File: src/hdl/bce_pkg.sv
// Shared types, codes and polymod helpers for the bech32 checksum engine.
package bce_pkg;

    // Default capacity of the hrp low-part store
    localparam int HRP_MAX_DEF = 64;

    // Request codes on s_req_type
    localparam logic [1:0] REQ_HRP    = 2'd0;
    localparam logic [1:0] REQ_DATA   = 2'd1;
    localparam logic [1:0] REQ_CREATE = 2'd2;
    localparam logic [1:0] REQ_VERIFY = 2'd3;

    // Status codes on m_status
    localparam logic [1:0] ST_OK       = 2'd0;
    localparam logic [1:0] ST_MISMATCH = 2'd1;
    localparam logic [1:0] ST_SHORT    = 2'd2;
    localparam logic [1:0] ST_SEQ_ERR  = 2'd3;

    // BCH generator terms
    localparam logic [29:0] GEN0 = 30'h3b6a57b2;
    localparam logic [29:0] GEN1 = 30'h26508e6d;
    localparam logic [29:0] GEN2 = 30'h1ea119fa;
    localparam logic [29:0] GEN3 = 30'h3d4233dd;
    localparam logic [29:0] GEN4 = 30'h2a1462b3;

    localparam logic [29:0] CHK_INIT = 30'd1;
    localparam logic [2:0]  CNT_MAX  = 3'd7;
    localparam logic [2:0]  MIN_DATA = 3'd6;
    localparam logic [2:0]  SYM_LAST = 3'd5;

    // Commands from the controller to the datapath
    typedef struct packed {
        logic hrp_op;      // fold high bits of s_value, store low bits
        logic sym_now;     // fold s_value data symbol directly
        logic latch;       // capture the request word
        logic fold_zero;   // fold a zero symbol
        logic ptr_clear;   // restart the store walk
        logic flush_step;  // fold the stored low part, advance
        logic set_phase;   // enter the data phase
        logic held_sym;    // fold the captured data symbol
        logic step_clear;
        logic step_inc;
        logic emit;        // load the result register
        logic clear_all;   // return state to reset values
    } cmd_t;

    // Status from the datapath to the controller
    typedef struct packed {
        logic phase;
        logic seq_err;
        logic flush_done;
        logic held_data;
        logic step_last;
        logic emit_last;
        logic out_free;
    } sts_t;

    // One polymod step
    function automatic logic [29:0] fold(input logic [29:0] chk, input logic [4:0] sym);
        logic [4:0]  top;
        logic [29:0] nxt;
        top = chk[29:25];
        nxt = {chk[24:0], 5'b0} ^ {25'b0, sym};
        if (top[0]) nxt = nxt ^ GEN0;
        if (top[1]) nxt = nxt ^ GEN1;
        if (top[2]) nxt = nxt ^ GEN2;
        if (top[3]) nxt = nxt ^ GEN3;
        if (top[4]) nxt = nxt ^ GEN4;
        return nxt;
    endfunction

    // Lowercase charset character of a symbol
    function automatic logic [6:0] charset(input logic [4:0] sym);
        logic [6:0] c;
        case (sym)
            5'd0:  c = 7'h71; // q
            5'd1:  c = 7'h70; // p
            5'd2:  c = 7'h7a; // z
            5'd3:  c = 7'h72; // r
            5'd4:  c = 7'h79; // y
            5'd5:  c = 7'h39; // 9
            5'd6:  c = 7'h78; // x
            5'd7:  c = 7'h38; // 8
            5'd8:  c = 7'h67; // g
            5'd9:  c = 7'h66; // f
            5'd10: c = 7'h32; // 2
            5'd11: c = 7'h74; // t
            5'd12: c = 7'h76; // v
            5'd13: c = 7'h64; // d
            5'd14: c = 7'h77; // w
            5'd15: c = 7'h30; // 0
            5'd16: c = 7'h73; // s
            5'd17: c = 7'h33; // 3
            5'd18: c = 7'h6a; // j
            5'd19: c = 7'h6e; // n
            5'd20: c = 7'h35; // 5
            5'd21: c = 7'h34; // 4
            5'd22: c = 7'h6b; // k
            5'd23: c = 7'h68; // h
            5'd24: c = 7'h63; // c
            5'd25: c = 7'h65; // e
            5'd26: c = 7'h36; // 6
            5'd27: c = 7'h6d; // m
            5'd28: c = 7'h75; // u
            5'd29: c = 7'h61; // a
            5'd30: c = 7'h37; // 7
            5'd31: c = 7'h6c; // l
            default: c = 7'h71;
        endcase
        return c;
    endfunction

endpackage

File: src/hdl/bce_ctrl.sv
// Sequencing state machine of the bech32 checksum engine.
module bce_ctrl (
    input  logic             aclk,
    input  logic             aresetn,
    input  logic             s_valid,
    output logic             s_ready,
    input  logic [1:0]       s_req_type,
    input  bce_pkg::sts_t    sts,
    output bce_pkg::cmd_t    cmd
);

    localparam logic [2:0] S_IDLE  = 3'd0;
    localparam logic [2:0] S_FZERO = 3'd1;
    localparam logic [2:0] S_FLUSH = 3'd2;
    localparam logic [2:0] S_CFOLD = 3'd3;
    localparam logic [2:0] S_EMIT  = 3'd4;

    logic [2:0] state_reg, state_next;
    logic       create_go;

    assign s_ready = (state_reg == S_IDLE);

    // Create folds six zeros only when no sequence error was flagged
    assign create_go = (s_req_type == bce_pkg::REQ_CREATE) && !sts.seq_err;

    always_ff @(posedge aclk) begin
        if (!aresetn) begin
            state_reg <= S_IDLE;
        end else begin
            state_reg <= state_next;
        end
    end

    // Decode the next state and datapath commands
    always_comb begin
        state_next = state_reg;
        cmd        = '0;
        case (state_reg)
            S_IDLE: begin
                if (s_valid) begin
                    case (s_req_type)
                        bce_pkg::REQ_HRP: begin
                            cmd.hrp_op = 1'b1;
                        end
                        bce_pkg::REQ_DATA: begin
                            if (sts.phase) begin
                                cmd.sym_now = 1'b1;
                            end else begin
                                cmd.latch  = 1'b1;
                                state_next = S_FZERO;
                            end
                        end
                        default: begin
                            cmd.latch      = 1'b1;
                            cmd.step_clear = 1'b1;
                            if (!sts.phase) begin
                                state_next = S_FZERO;
                            end else if (create_go) begin
                                state_next = S_CFOLD;
                            end else begin
                                state_next = S_EMIT;
                            end
                        end
                    endcase
                end
            end
            S_FZERO: begin
                cmd.fold_zero = 1'b1;
                cmd.ptr_clear = 1'b1;
                state_next    = S_FLUSH;
            end
            S_FLUSH: begin
                if (sts.flush_done) begin
                    cmd.set_phase = 1'b1;
                    if (sts.held_data) begin
                        cmd.held_sym = 1'b1;
                        state_next   = S_IDLE;
                    end else if (!sts.emit_last) begin
                        state_next = S_CFOLD;
                    end else begin
                        state_next = S_EMIT;
                    end
                end else begin
                    cmd.flush_step = 1'b1;
                end
            end
            S_CFOLD: begin
                cmd.fold_zero = 1'b1;
                if (sts.step_last) begin
                    cmd.step_clear = 1'b1;
                    state_next     = S_EMIT;
                end else begin
                    cmd.step_inc = 1'b1;
                end
            end
            S_EMIT: begin
                if (sts.out_free) begin
                    cmd.emit     = 1'b1;
                    cmd.step_inc = 1'b1;
                    if (sts.emit_last) begin
                        cmd.clear_all = 1'b1;
                        state_next    = S_IDLE;
                    end
                end
            end
            default: begin
                state_next = S_IDLE;
            end
        endcase
    end

endmodule

File: src/hdl/bce_dp.sv
// Polymod register, hrp low-part store, counters and result register.
module bce_dp #(
    parameter int HRP_MAX = bce_pkg::HRP_MAX_DEF
) (
    input  logic          aclk,
    input  logic          aresetn,
    input  logic [1:0]    s_req_type,
    input  logic [7:0]    s_value,
    input  bce_pkg::cmd_t cmd,
    output bce_pkg::sts_t sts,
    output logic          m_valid,
    input  logic          m_ready,
    output logic [4:0]    m_symbol,
    output logic [6:0]    m_symbol_char,
    output logic [1:0]    m_status,
    output logic          m_last
);

    localparam int LEN_W = $clog2(HRP_MAX + 1);
    localparam int IDX_W = (HRP_MAX > 1) ? $clog2(HRP_MAX) : 1;
    localparam logic [LEN_W-1:0] LEN_MAX = LEN_W'(HRP_MAX);

    logic [4:0]       store_mem [HRP_MAX];
    logic [29:0]      chk_reg, chk_next;
    logic [LEN_W-1:0] len_reg, len_next;
    logic [LEN_W-1:0] ptr_reg, ptr_next;
    logic             phase_reg, phase_next;
    logic [2:0]       count_reg, count_next;
    logic             seq_reg, seq_next;
    logic [2:0]       step_reg, step_next;
    logic [1:0]       held_req_reg;
    logic [4:0]       held_val_reg;
    logic [4:0]       rd_data_reg;
    logic [IDX_W-1:0] rd_addr;
    logic             hrp_reject;
    logic             sym_fold;
    logic             create_ok;
    logic [29:0]      final_chk;
    logic [4:0]       shift_amt;
    logic [4:0]       out_sym;
    logic             m_valid_reg;
    logic [4:0]       m_symbol_reg;
    logic [6:0]       m_symbol_char_reg;
    logic [1:0]       m_status_reg;
    logic             m_last_reg;
    logic [1:0]       verify_status;

    assign hrp_reject = phase_reg || (len_reg >= LEN_MAX);
    assign sym_fold   = cmd.sym_now || cmd.held_sym;
    assign create_ok  = (held_req_reg == bce_pkg::REQ_CREATE) && !seq_reg;

    // Next polymod value
    always_comb begin
        chk_next = chk_reg;
        if (cmd.clear_all) begin
            chk_next = bce_pkg::CHK_INIT;
        end else if (cmd.hrp_op && !hrp_reject) begin
            chk_next = bce_pkg::fold(chk_reg, {2'b0, s_value[7:5]});
        end else if (cmd.sym_now) begin
            chk_next = bce_pkg::fold(chk_reg, s_value[4:0]);
        end else if (cmd.fold_zero) begin
            chk_next = bce_pkg::fold(chk_reg, 5'd0);
        end else if (cmd.flush_step) begin
            chk_next = bce_pkg::fold(chk_reg, rd_data_reg);
        end else if (cmd.held_sym) begin
            chk_next = bce_pkg::fold(chk_reg, held_val_reg);
        end
    end

    // Message bookkeeping
    always_comb begin
        len_next   = len_reg;
        phase_next = phase_reg;
        count_next = count_reg;
        seq_next   = seq_reg;
        if (cmd.clear_all) begin
            len_next   = '0;
            phase_next = 1'b0;
            count_next = '0;
            seq_next   = 1'b0;
        end else begin
            if (cmd.hrp_op) begin
                if (hrp_reject) begin
                    seq_next = 1'b1;
                end else begin
                    len_next = len_reg + 1'b1;
                end
            end
            if (cmd.set_phase) begin
                phase_next = 1'b1;
            end
            if (sym_fold && (count_reg != bce_pkg::CNT_MAX)) begin
                count_next = count_reg + 3'd1;
            end
        end
    end

    // Store walk pointer and result step counter
    always_comb begin
        ptr_next = ptr_reg;
        if (cmd.ptr_clear) begin
            ptr_next = '0;
        end else if (cmd.flush_step) begin
            ptr_next = ptr_reg + 1'b1;
        end
        step_next = step_reg;
        if (cmd.step_clear) begin
            step_next = '0;
        end else if (cmd.step_inc) begin
            step_next = step_reg + 3'd1;
        end
    end

    assign rd_addr = (ptr_next < LEN_MAX) ? ptr_next[IDX_W-1:0] : '0;

    always_ff @(posedge aclk) begin
        if (!aresetn) begin
            chk_reg   <= bce_pkg::CHK_INIT;
            len_reg   <= '0;
            phase_reg <= 1'b0;
            count_reg <= '0;
            seq_reg   <= 1'b0;
            ptr_reg   <= '0;
            step_reg  <= '0;
        end else begin
            chk_reg   <= chk_next;
            len_reg   <= len_next;
            phase_reg <= phase_next;
            count_reg <= count_next;
            seq_reg   <= seq_next;
            ptr_reg   <= ptr_next;
            step_reg  <= step_next;
        end
    end

    // Capture the request word awaiting the flush or the finish
    always_ff @(posedge aclk) begin
        if (cmd.latch) begin
            held_req_reg <= s_req_type;
            held_val_reg <= s_value[4:0];
        end
    end

    // Hrp low-part store: write on accepted hrp word, registered read
    always_ff @(posedge aclk) begin
        if (cmd.hrp_op && !hrp_reject) begin
            store_mem[len_reg[IDX_W-1:0]] <= s_value[4:0];
        end
        rd_data_reg <= store_mem[rd_addr];
    end

    // Result word contents
    assign final_chk = chk_reg ^ bce_pkg::CHK_INIT;
    assign shift_amt = 5'd25 - 5'(step_reg) * 5'd5;
    assign out_sym   = final_chk[shift_amt +: 5];

    always_comb begin
        if (seq_reg) begin
            verify_status = bce_pkg::ST_SEQ_ERR;
        end else if (count_reg < bce_pkg::MIN_DATA) begin
            verify_status = bce_pkg::ST_SHORT;
        end else if (chk_reg != bce_pkg::CHK_INIT) begin
            verify_status = bce_pkg::ST_MISMATCH;
        end else begin
            verify_status = bce_pkg::ST_OK;
        end
    end

    // Result register: load on emit, drop when taken
    always_ff @(posedge aclk) begin
        if (!aresetn) begin
            m_valid_reg <= 1'b0;
        end else if (cmd.emit) begin
            m_valid_reg <= 1'b1;
        end else if (m_ready) begin
            m_valid_reg <= 1'b0;
        end
    end

    always_ff @(posedge aclk) begin
        if (cmd.emit) begin
            if (create_ok) begin
                m_symbol_reg      <= out_sym;
                m_symbol_char_reg <= bce_pkg::charset(out_sym);
                m_status_reg      <= bce_pkg::ST_OK;
                m_last_reg        <= (step_reg == bce_pkg::SYM_LAST);
            end else begin
                m_symbol_reg      <= '0;
                m_symbol_char_reg <= '0;
                m_status_reg      <= (held_req_reg == bce_pkg::REQ_CREATE) ?
                                     bce_pkg::ST_SEQ_ERR : verify_status;
                m_last_reg        <= 1'b1;
            end
        end
    end

    assign m_valid       = m_valid_reg;
    assign m_symbol      = m_symbol_reg;
    assign m_symbol_char = m_symbol_char_reg;
    assign m_status      = m_status_reg;
    assign m_last        = m_last_reg;

    // Status to the controller
    always_comb begin
        sts            = '0;
        sts.phase      = phase_reg;
        sts.seq_err    = seq_reg;
        sts.flush_done = (ptr_reg == len_reg);
        sts.held_data  = (held_req_reg == bce_pkg::REQ_DATA);
        sts.step_last  = (step_reg == bce_pkg::SYM_LAST);
        sts.emit_last  = !create_ok || (step_reg == bce_pkg::SYM_LAST);
        sts.out_free   = !m_valid_reg || m_ready;
    end

endmodule

File: src/hdl/bech32_checksum_engine.sv
// Top level of the bech32 checksum engine: controller plus datapath.
//
//   Channel  Ports                                        Direction
//   s_       s_valid s_ready s_req_type s_value           in
//   m_       m_valid m_ready m_symbol m_symbol_char       out
//            m_status m_last
//
// Hrp words and data words in the data phase are folded as they are taken.
// The first data word or finish folds a zero, then the stored hrp low parts
// one per cycle. Create folds six zeros and gives six result words
// (one on a sequence error); verify gives one.
// Reset is synchronous, active low; the store needs no clearing pass.
// s_ready falls during a flush or finish; hrp and data words are still taken
// while an earlier result word waits on m_ready.
module bech32_checksum_engine #(
    parameter int HRP_MAX = bce_pkg::HRP_MAX_DEF
) (
    input  logic       aclk,
    input  logic       aresetn,
    input  logic       s_valid,
    output logic       s_ready,
    input  logic [1:0] s_req_type,
    input  logic [7:0] s_value,
    output logic       m_valid,
    input  logic       m_ready,
    output logic [4:0] m_symbol,
    output logic [6:0] m_symbol_char,
    output logic [1:0] m_status,
    output logic       m_last
);

    bce_pkg::cmd_t cmd;
    bce_pkg::sts_t sts;

    bce_ctrl u_ctrl (
        .aclk       (aclk),
        .aresetn    (aresetn),
        .s_valid    (s_valid),
        .s_ready    (s_ready),
        .s_req_type (s_req_type),
        .sts        (sts),
        .cmd        (cmd)
    );

    bce_dp #(
        .HRP_MAX (HRP_MAX)
    ) u_dp (
        .aclk          (aclk),
        .aresetn       (aresetn),
        .s_req_type    (s_req_type),
        .s_value       (s_value),
        .cmd           (cmd),
        .sts           (sts),
        .m_valid       (m_valid),
        .m_ready       (m_ready),
        .m_symbol      (m_symbol),
        .m_symbol_char (m_symbol_char),
        .m_status      (m_status),
        .m_last        (m_last)
    );

endmodule

File: config.mk
export PLATFORM = sky130hd
export DESIGN_NAME = bech32_checksum_engine
export DESIGN_NICKNAME = d
export VERILOG_FILES = /design/src/hdl/bce_pkg.sv /design/src/hdl/bce_ctrl.sv /design/src/hdl/bce_dp.sv /design/src/hdl/bech32_checksum_engine.sv
export SDC_FILE = /design/constraint.sdc
export NUM_CORES = 1
export LEC_CHECK = 0
export BUFFER_PORTS_ARGS = -buffer_cell sky130_fd_sc_hd__buf_4
export CORE_ASPECT_RATIO = 1.75
export CORE_MARGIN = 2
export CORE_UTILIZATION = 40
export CTS_CLUSTER_DIAMETER = 50
export DETAILED_ROUTE_END_ITERATION = 16
export GPL_ROUTABILITY_DRIVEN = 1
export PLACE_DENSITY = 0.59
export SLEW_MARGIN = 20
export SYNTH_ARGS = -nofsm -noshare
export SYNTH_HDL_FRONTEND = slang
export SYNTH_SLANG_ARGS = --single-unit
File: constraint.sdc
create_clock -name aclk -period 4.1 [get_ports aclk]
set_input_delay 0.205 -clock aclk [delete_from_list [all_inputs] [get_ports aclk]]
set_output_delay 0.205 -clock aclk [all_outputs]
set_load 0.01 [all_outputs]
# == Word level (Yosys, flattened, before mapping) ==
# Memories as Yosys holds them, arrays and structs flattened. A register that Yosys moved wholly into a read port is not among the register bits.
# Index checks and enable logic that the tools add are counted.
# op_classes
n_addsub,5
multipliers,1
order_cmp,3
n_eq_ne,19
n_shift,1
muxes,155
n_bitwise,32
reduce_logical,24
# op_table
cell,n
$mux 30,105
$mux 29,5
$not 18->18,5
$xor 30x5->30,3
$not 17->17,5
$not 16->16,5
$not 14->14,5
$not 13->13,5
$mux 3,14
$ne 30x1->1 const B,1
$shiftx 30x6->5,1
$xor 30x3->30,1
$mux 1,18
$pmux 3 s5,1
$add 7x1->7 const B,2
$mux 7,2
$mux 2,5
$ne 2x2->1 const B,5
$reduce_or 2->1,4
$eq 7x7->1,1
$ge 7x7->1 const B,1
$lt 7x7->1 const B,1
$reduce_and 7->1,1
$add 3x1->3 const B,2
22 further kinds,42
# word_totals
regBits,78
mem_bits_rw,320
mem_bits_ro,192
in_bits,14
output_inout_bits,17
word_cells,257
mem_count,2
# memory_table
memory,words,width,read_ports,rd_clocked_by_memory_dff,write_ports,line,source
u_dp.store_mem,64,5,1,1,1,bce_dp.sv:23,logic [4:0] store_mem [HRP_MAX];
(name not given),32,6,1,1,0,bce_pkg.sv:75,case (sym)

# == Depth between registers and ports, before layout ==
# Gate-level depths: netlist of the first run.
# depth
word_depth,41
depth_mapped,17
depth_no_buf,14

# == Modules after synthesis ==
# From an unflattened synthesis of the first run, not the netlist that was laid out.
# hier_totals
hier_cells,1495
area_unflattened_um2,18348.8
# modules_own_cells
module,n_inst,cells_each,area_per_inst_um2
bce_dp,1,1444,17997.3
bce_ctrl,1,51,351.6

# == Worst setup path before layout of the first run ==
# No wires, ideal clock.
# synth_timing
path_kind,register to register
from,register u_dp.step_reg[1]
to,"register u_dp.m_symbol_char_reg[1] (netlist: u_dp.m_symbol_char[1]), data pin"
setup_ns,0.262
t_arrival_ns,3.326
required_time_ns,3.838
setup_slack_ns,0.512
path_stages_with_launch,16
path_buffers,4
synth_period_minus_slack_ns,3.588
path_cell_list,dfxtp_1 > buf_4 > buf_2 > inv_1 > ha_1 > inv_1 > fa_1 > buf_2 > clkbuf_1 > mux4_2 > o221ai_1 > o21ai_1 > or2_2 > nand2_1 > a221o_1 > a21oi_1
# synth_between
elab_chain_len,3
# synth_rtl
item,line,source
"start, declared",bce_dp.sv:30,"logic [2:0] step_reg, step_next;"
"start signal, assigned",bce_dp.sv:132,step_reg <= step_next;
$mul 3x3->5,bce_dp.sv:154,assign shift_amt = 5'd25 - 5'(step_reg) * 5'd5;
$sub 5x5->5,bce_dp.sv:154,
$shiftx 30x6->5,bce_dp.sv:155,assign out_sym = final_chk[shift_amt +: 5];
"end, declared",bce_dp.sv:43,logic [6:0] m_symbol_char_reg;
# No other way between the ends.
# A chain may end at the register's enable or synchronous reset.

# == Worst setup path after layout of the first run ==
# layout_timing
from,register u_dp.ptr_reg[0]
to,register u_dp.rd_data_reg[2] (read register of u_dp.store_mem)
# layout_between
elab_chain_len,7
# layout_rtl
item,line,source
"start, declared",bce_dp.sv:26,"logic [LEN_W-1:0] ptr_reg, ptr_next;"
"start signal, assigned",bce_dp.sv:131,ptr_reg <= ptr_next;
branches (longest 3 deep; another with $add 7x1->7),-,
$mux 7 *,bce_dp.sv:103,end else if (cmd.flush_step) begin
$mux 7 *,bce_dp.sv:101,if (cmd.ptr_clear) begin
$lt 7x7->1,bce_dp.sv:114,assign rd_addr = (ptr_next < LEN_MAX) ? ptr_next[IDX_W-1:0] : '0;
$mux 6 *,bce_dp.sv:114,
"end, declared",bce_dp.sv:33,logic [4:0] rd_data_reg;
# Mark *: on every way between the ends.

==> flow_summary.json, run 1 <==
{
  "crit_path_end_kind": "flip-flop",
  "drv_cap": 0,
  "floorplan.initialDensity_pct": 40.43,
  "grt-busiest-layer": "met2",
  "cts_setup_buffers": 0,
  "critical_path_class": "flip-flop to flip-flop",
  "die_h_um": 289.0,
  "syn_avg_cell_area_um2": 12.14,
  "grt_start_max_net_pins": 71,
  "cp.depth": 11,
  "syn-instance-count": 1530,
  "yosys.area_share.xor_xnor_pct": 3.383,
  "worst_pin_slew_ns": 0.9584,
  "layout.cells.non_filler": 2165,
  "crit_family": "compound AO/OA/AOI/OAI gates",
  "yosysTopAreaCell": "edfxtp_1",
  "fillCellCount": 4137,
  "synth_edf_count": 342,
  "met1_usage_pct": 22.02,
  "slowest_delay_ns": 0.66,
  "crit_chain": "ha_1 -> nand2_1 -> o21a_1 -> nor4_1 -> mux2_4 -> buf_4 -> a31oi_1 -> a32oi_1 -> a21oi_1 -> o2111ai_1 -> and4_1",
  "max_freq_mhz": 259.3,
  "fp.dieW_um": 166.9,
  "core_area_um2": 45930,
  "status": "finished, violations left",
  "ir_drop_uv": 409.3,
  "critPathRequiredTime_ns": 4.58,
  "via_per_inst": 5.765,
  "drt-total-wl_um": 51600,
  "failed_checks": "negative hold slack",
  "track_usage_pct": 21.18,
  "async_flop_share_pct": 0,
  "gp_congestion": 0.8932,
  "multi_input_area_um2": 6589,
  "yosys.area_share.adder_pct": 0.8894,
  "synth_top_family_by_area": "simple AND/OR/NAND/NOR gates",
  "clk_latency_ns": 0.56,
  "whs_ns": -0.001594,
  "ys_seq_area_share_pct": 61.88,
  "yosys-top-cells-area": "edfxtp_1 (55%), dfxtp_1 (6.6%), nand2_1 (4.5%), mux4_2 (3.3%), mux2i_1 (3.2%)",
  "drive_gt1_share_pct": 13.84,
  "io_buffer_count": 30,
  "clk_pin_slew_ns": 0.07,
  "cts_max_level": 2,
  "drt_iter0_drc": 1021,
  "critPathMaxFanout": 48,
  "rows": 104,
  "hold_class": "input port to flip-flop",
  "yosysWarnings": 0,
  "grt_first_pass_wirelength_um": 77590,
  "grt_pass1_vias": 12829,
  "grt-ovfl-total": 0,
  "syn-num-nets": 1556,
  "wl_per_cell_um": 23.83,
  "finalCriticalPeriod_ns": 3.857,
  "period_share_pct": 94.07,
  "startpoint_type": "flip-flop",
  "synth.distinct_cells": 70,
  "grtUsageMet3_pct": 2.322,
  "ios": 31,
  "fin_nets": 1577,
  "synth_compound_gate_area_share_pct": 8.820,
  "area.growth.synth_to_final_pct": 11.97,
  "slew_viol_final": 0,
  "power.density_nw_per_um2": 538.7,
  "setup_viol": 0,
  "relSlewSlack_pct": 35.76,
  "clock_sinks": 403,
  "rsz0062_at_grt": "false",
  "antenna_found_initial": 0,
  "cts_tree": "yes",
  "drc": 0,
  "hpwl_um": 35130,
  "final-hold-violation-count": 1,
  "synth_seq_cells": 403,
  "skew_ns": 0.02921,
  "antennaDiodeCount": 0,
  "dp.cells": 2091,
  "min_path_cells": 1,
  "register_area_um2": 11490,
  "use_met2_pct": 40.86,
  "path_buf_inv": 1,
  "p_total_mw": 11.20,
  "die-area_um2": 48230,
  "largest_register_ffs": 320,
  "ys.flop_type": "edfxtp_1",
  "root_buffer": "clkbuf_16",
  "netlist_area_um2": 18570,
  "synth.top_cell.area_share_pct": 55.31,
  "synthMuxAreaShare_pct": 8.645,
  "power.leakage_nw": 6.686,
  "num_vias": 12481,
  "critPathArrivalTime_ns": 4.34,
  "ff2ff_path_depth": 11,
  "tns_ns": 0,
  "cts_inserted_buffers": 39,
  "synth-simple-area-share_pct": 13.48,
  "drtAntennaViolNets": 0,
  "crit_slowest_cell": "mux2_4",
  "cts.path.max_buffers": 3,
  "firstDrtPassIters": 5
}
-- per-layer routing --
layer / part of all wire, % / up-vias
met4: 6.1 / 0
met3: 4.5 / 155
met2: 55 / 440
li1: - / 5726
met5: 0 / -
met1: 34 / 6160
-- area by class of cell --
class | count | area share, %
clock buffers | 49 | 4.977
clock inverters | 23 | 1.149
inverters | 18 | 0.3249
multi-input cells | 1011 | 31.69
flip-flops and latches | 403 | 55.27
well taps | 583 | 3.508
repair buffers | 78 | 3.081
-- report_power, final --
group	internal, mW	total (mW)	switching (mW)
Sequential	4.64	4.96	0.320
Combinational	1.10	2.63	1.53
Clock	2.06	3.62	1.56
Total	7.80	11.2	3.41
-- worst register-to-register path: cells and delay by family, from the launching register on --
kind                       cells  cell delay, ns
DFF                            1            0.48
muxes                          1            0.66
buffers and inverters          1            0.32
AOI/OAI and AO/OA              5            1.11
adders and majority gates      1            0.32
and+or+nand+nor                3            0.91
-- cells in the mapped netlist (16+ instances only) --
cell type  number
mux4_2         27
nand2_1       221
a211oi_1       21
dfxtp_1        61
xnor2_1        54
buf_2          37
o211ai_1       23
o21ai_0        50
inv_1          18
a31oi_1        16
clkbuf_1       39
nand3_1        95
mux2_2         33
nor2_1        133
edfxtp_1      342
a21oi_1        73
mux2i_1        60
-- placed cells by master (no fill, tap or decap), types with 5 or more instances in the layout --
cell         n
or2_2        5
nor2_1     132
nor2b_1      6
nand3_1     95
nand2b_1     9
and2_1       7
nand4_1     14
clkinv_2     5
nand2_1    221
and4_1       5
ha_1        10
edfxtp_1   342
o22ai_1     10
nor3_1       9
nand3b_1     5
a21oi_1     72
o21ai_0     50
mux2i_1     60
xor2_1      14
xnor2_1     54
o211ai_1    23
and3_1       5
mux4_2      27
clkinv_1     7
a211oi_1    21
a22oi_1      6
or3_1        7
a31oi_1     16
mux2_2      32
inv_1       18
a32oi_1     14
dfxtp_1     60
buf_4       72
clkbuf_1     9
nor4_1       9
clkbuf_16   40
a2111oi_0    8
-- cells by family (layout without fill, tap and decap cells) --
logic type / Yosys count / after routing
AO/OA/AOI/OAI: 256 / 256
buffers and inverters: 116 / 168
adder cells (fa/ha/maj): 12 / 12
AND/OR/NAND/NOR: 551 / 551
XOR/XNOR: 70 / 70
flip-flops: 403 / 403
multiplexers: 122 / 122
-- stage by stage --
| stage | instance area (µm²) | setup WS (ns) | util [%] |
|---|---|---|---|
| global route | 20790 | 0.03035 | 45.27 |
| CTS | 20790 | 0.2362 | 45.27 |
| global placement | 19500 | 0.3036 | 42.45 |
| finish | 20790 | 0.2430 | 45.27 |
| floorplan | 18570 | 0.5123 | - |
| detailed placement | 19500 | 0.2570 | 42.45 |
-- what timing repair did --
item | in CTS | in global routing
gates resized for setup | 0 | 0
endpoints found under the hold margin | 2 | 0
hold buffers | 2 | 0
-- path summary, 6_finish.rpt --
kind | slack [ns] | endpoint | startpoint
worst max register to register | 0.24 | u_dp.rd_data_reg[2] | u_dp.ptr_reg[0]
worst min register to register | 0.52 | u_dp.chk_reg[2] | u_dp.chk_reg[2]
worst min-delay path | -0.002 | u_dp.store_mem[19][2] | s_value[2]
worst max-delay path | 0.24 | u_dp.rd_data_reg[2] | u_dp.ptr_reg[0]
Note: power is estimated with default switching activity, not from simulation.
==> run 2, diff against run 1 <==
- CORE_MARGIN: 2 -> default
- PLACE_DENSITY: 0.59 -> 0.61
- clock period: 4.1 -> 3.5 ns (I/O delays scaled with it)
==> flow_summary.json, run 2 (synthesis results as in run 1) <==
{
  "status": "finished clean",
  "slew_viol_final": 0,
  "final_cell_mix": "edfxtp_1 (342), nand2_1 (221), nor2_1 (132)",
  "root_buffer": "clkbuf_16",
  "antennaDiodeCount": 0,
  "crit_start": "u_ctrl.state_reg[0]",
  "max_freq_mhz": 294.4,
  "internal-power_mw": 9.245,
  "ios": 31,
  "layout_commonest_cell": "edfxtp_1",
  "critical_path_class": "flip-flop to flip-flop",
  "startpoint_type": "flip-flop",
  "grt_start_max_net_pins": 66,
  "dp.cells": 2143,
  "period_share_pct": 97.06,
  "wl_per_cell_um": 24.48,
  "timing.rr.end": "u_dp.rd_data_reg[4]",
  "crit_path_end_kind": "flip-flop",
  "swShare_pct": 30.88,
  "fin_nets": 1636,
  "clockPowerShare_pct": 32.1,
  "io_buffer_count": 30,
  "drv_cap": 0,
  "setup.worst_path.end": "u_dp.rd_data_reg[4]",
  "skew_ns": 0.02139,
  "gp_congestion": 0.9021,
  "cts.path.max_buffers": 3,
  "num_vias": 13067,
  "ff2ff_path_depth": 9,
  "cts_max_level": 2,
  "drt-total-wl_um": 54380,
  "p_sw_mw": 4.130,
  "clk_pin_slew_ns": 0.06,
  "die-area_um2": 47320,
  "relSlewSlack_pct": 36.01,
  "fp.dieW_um": 164.9,
  "track_usage_pct": 23.28,
  "area.growth.synth_to_final_pct": 14.90,
  "p_comb_share_pct": 24.6,
  "layout.cells.non_filler": 2221,
  "drtAntennaViolNets": 0,
  "finalCriticalPeriod_ns": 3.397,
  "largest_register_ffs": 320,
  "firstDrtPassIters": 5,
  "power_frac_seq_pct": 43.3,
  "final-hold-violation-count": 0,
  "grt_first_pass_wirelength_um": 80840,
  "hpwl_um": 37950,
  "grt-ovfl-total": 0,
  "grt_pass1_vias": 13143,
  "critPathArrivalTime_ns": 3.84,
  "floorplan.initialDensity_pct": 40.43,
  "clk_latency_ns": 0.56,
  "drt_iter0_drc": 1106,
  "drive_gt1_share_pct": 17.34,
  "core_area_um2": 45930,
  "p_total_mw": 13.37,
  "cts_tree": "yes",
  "r2r-start": "u_ctrl.state_reg[0]",
  "drc": 0,
  "power.leakage_nw": 7.009,
  "worst_pin_slew_ns": 0.9563,
  "power.density_nw_per_um2": 626.9,
  "die_h_um": 287.0,
  "critPathRequiredTime_ns": 3.94,
  "antenna_found_initial": 1,
  "setup_viol": 0,
  "hold_class": "input port to flip-flop",
  "ir_drop_uv": 657.5,
  "critPathMaxFanout": 8,
  "clock_sinks": 403,
  "rows": 104,
  "via_per_inst": 5.883,
  "rrSetupSlack_ns": 0.10,
  "cts_inserted_buffers": 40
}
==> run 2: cell types whose count changed in the layout (fill, tap and decap cells not counted), moves of 2 or more <==
cell,before,now
buf_12,4,7
clkbuf_16,40,43
inv_8,1,3
buf_4,72,125
dfxtp_1,60,57
a2111oi_1,0,2
bufinv_16,4,2
clkinv_4,3,1
dlygate4sd3_1,2,4
clkinvlp_4,0,3
dfxtp_2,1,4
clkbuf_1,9,4
a2111oi_0,8,6
==> run 2: through the flow <==
step	hold slack (ns)	instance area [µm²]	util, %	setup slack [ns]	setup TNS, ns
global placement	0.4387	19930	43.38	-0.0003333	-0.0003333
finish	0.04532	21340	46.45	0.1028	0
floorplan	0.2739	18570	-	0.001315	0
global route	0.04410	21340	46.45	-0.006733	-0.009852
CTS	0.03299	21270	46.31	0.06875	0
detailed placement	0.4386	19930	43.38	0.0007165	0
==> run 2: worst min-delay path by stage <==
stage	from	end	slack, ns	cells after the start
floorplan	s_req_type[0]	u_dp.held_req_reg[0]	0.27	0
global route	s_value[3]	u_dp.store_mem[48][3]	0.04	1
detailed placement	s_req_type[0]	u_dp.held_req_reg[0]	0.44	1
CTS	s_value[3]	u_dp.store_mem[54][3]	0.03	1
finish	s_value[3]	u_dp.store_mem[48][3]	0.05	1
global placement	s_req_type[0]	u_dp.held_req_reg[0]	0.44	1
==> run 2: layer usage <==
layer / GRT usage (%) / share of wire, % / vias up
li1: - / - / 5846
met1: 23.28 / 33 / 6419
met2: 42.80 / 54 / 583
met3: 3.795 / 5.6 / 217
met4: 16.65 / 7.7 / 2
met5: 0 / 0.017 / -
==> run 2: final cells by class <==
| type | count | area [µm²] |
|---|---|---|
| Fill cell | 4080 | 24600 |
| Sequential cell | 403 | 11500 |
| Multi-Input combinational cell | 1011 | 6618 |
| Timing Repair Buffer | 136 | 1119 |
| Clock buffer | 48 | 1105 |
| Tap cell | 583 | 729.5 |
| Clock inverter | 22 | 201.4 |
| Inverter | 18 | 67.56 |
==> run 2: worst max-delay path, cell delays in order (launching register included) <==
cell	delay, ns
dfxtp_1	0.36
or3b_1	0.57
a21oi_4	0.26
mux2i_4	0.32
buf_4	0.19
mux4_2	0.49
a2111oi_1	0.56
buf_4	0.20
nand3_1	0.14
and4_1	0.21
==> run 2: repair_timing <==
item | 4_1_cts | 5_1_grt
hold buffers | 4 | 0
gates resized for setup | 1 | 8
setup endpoints to repair | 1 | 7
endpoints found under the hold margin | 8 | 0
setup buffers | 0 | 4
pin swaps | 0 | 2
==> run 2: power groups by stage <==
stage / clock (mW) / sequential [mW] / combinational [mW]
2_1_floorplan: 0 / 5.71 / 2.36
3_3_place_gp: 0 / 5.87 / 3.19
3_5_place_dp: 0 / 5.88 / 3.23
4_1_cts: 4.36 / 5.77 / 3.25
5_1_grt: 4.51 / 5.80 / 3.59
6_report: 4.30 / 5.79 / 3.29
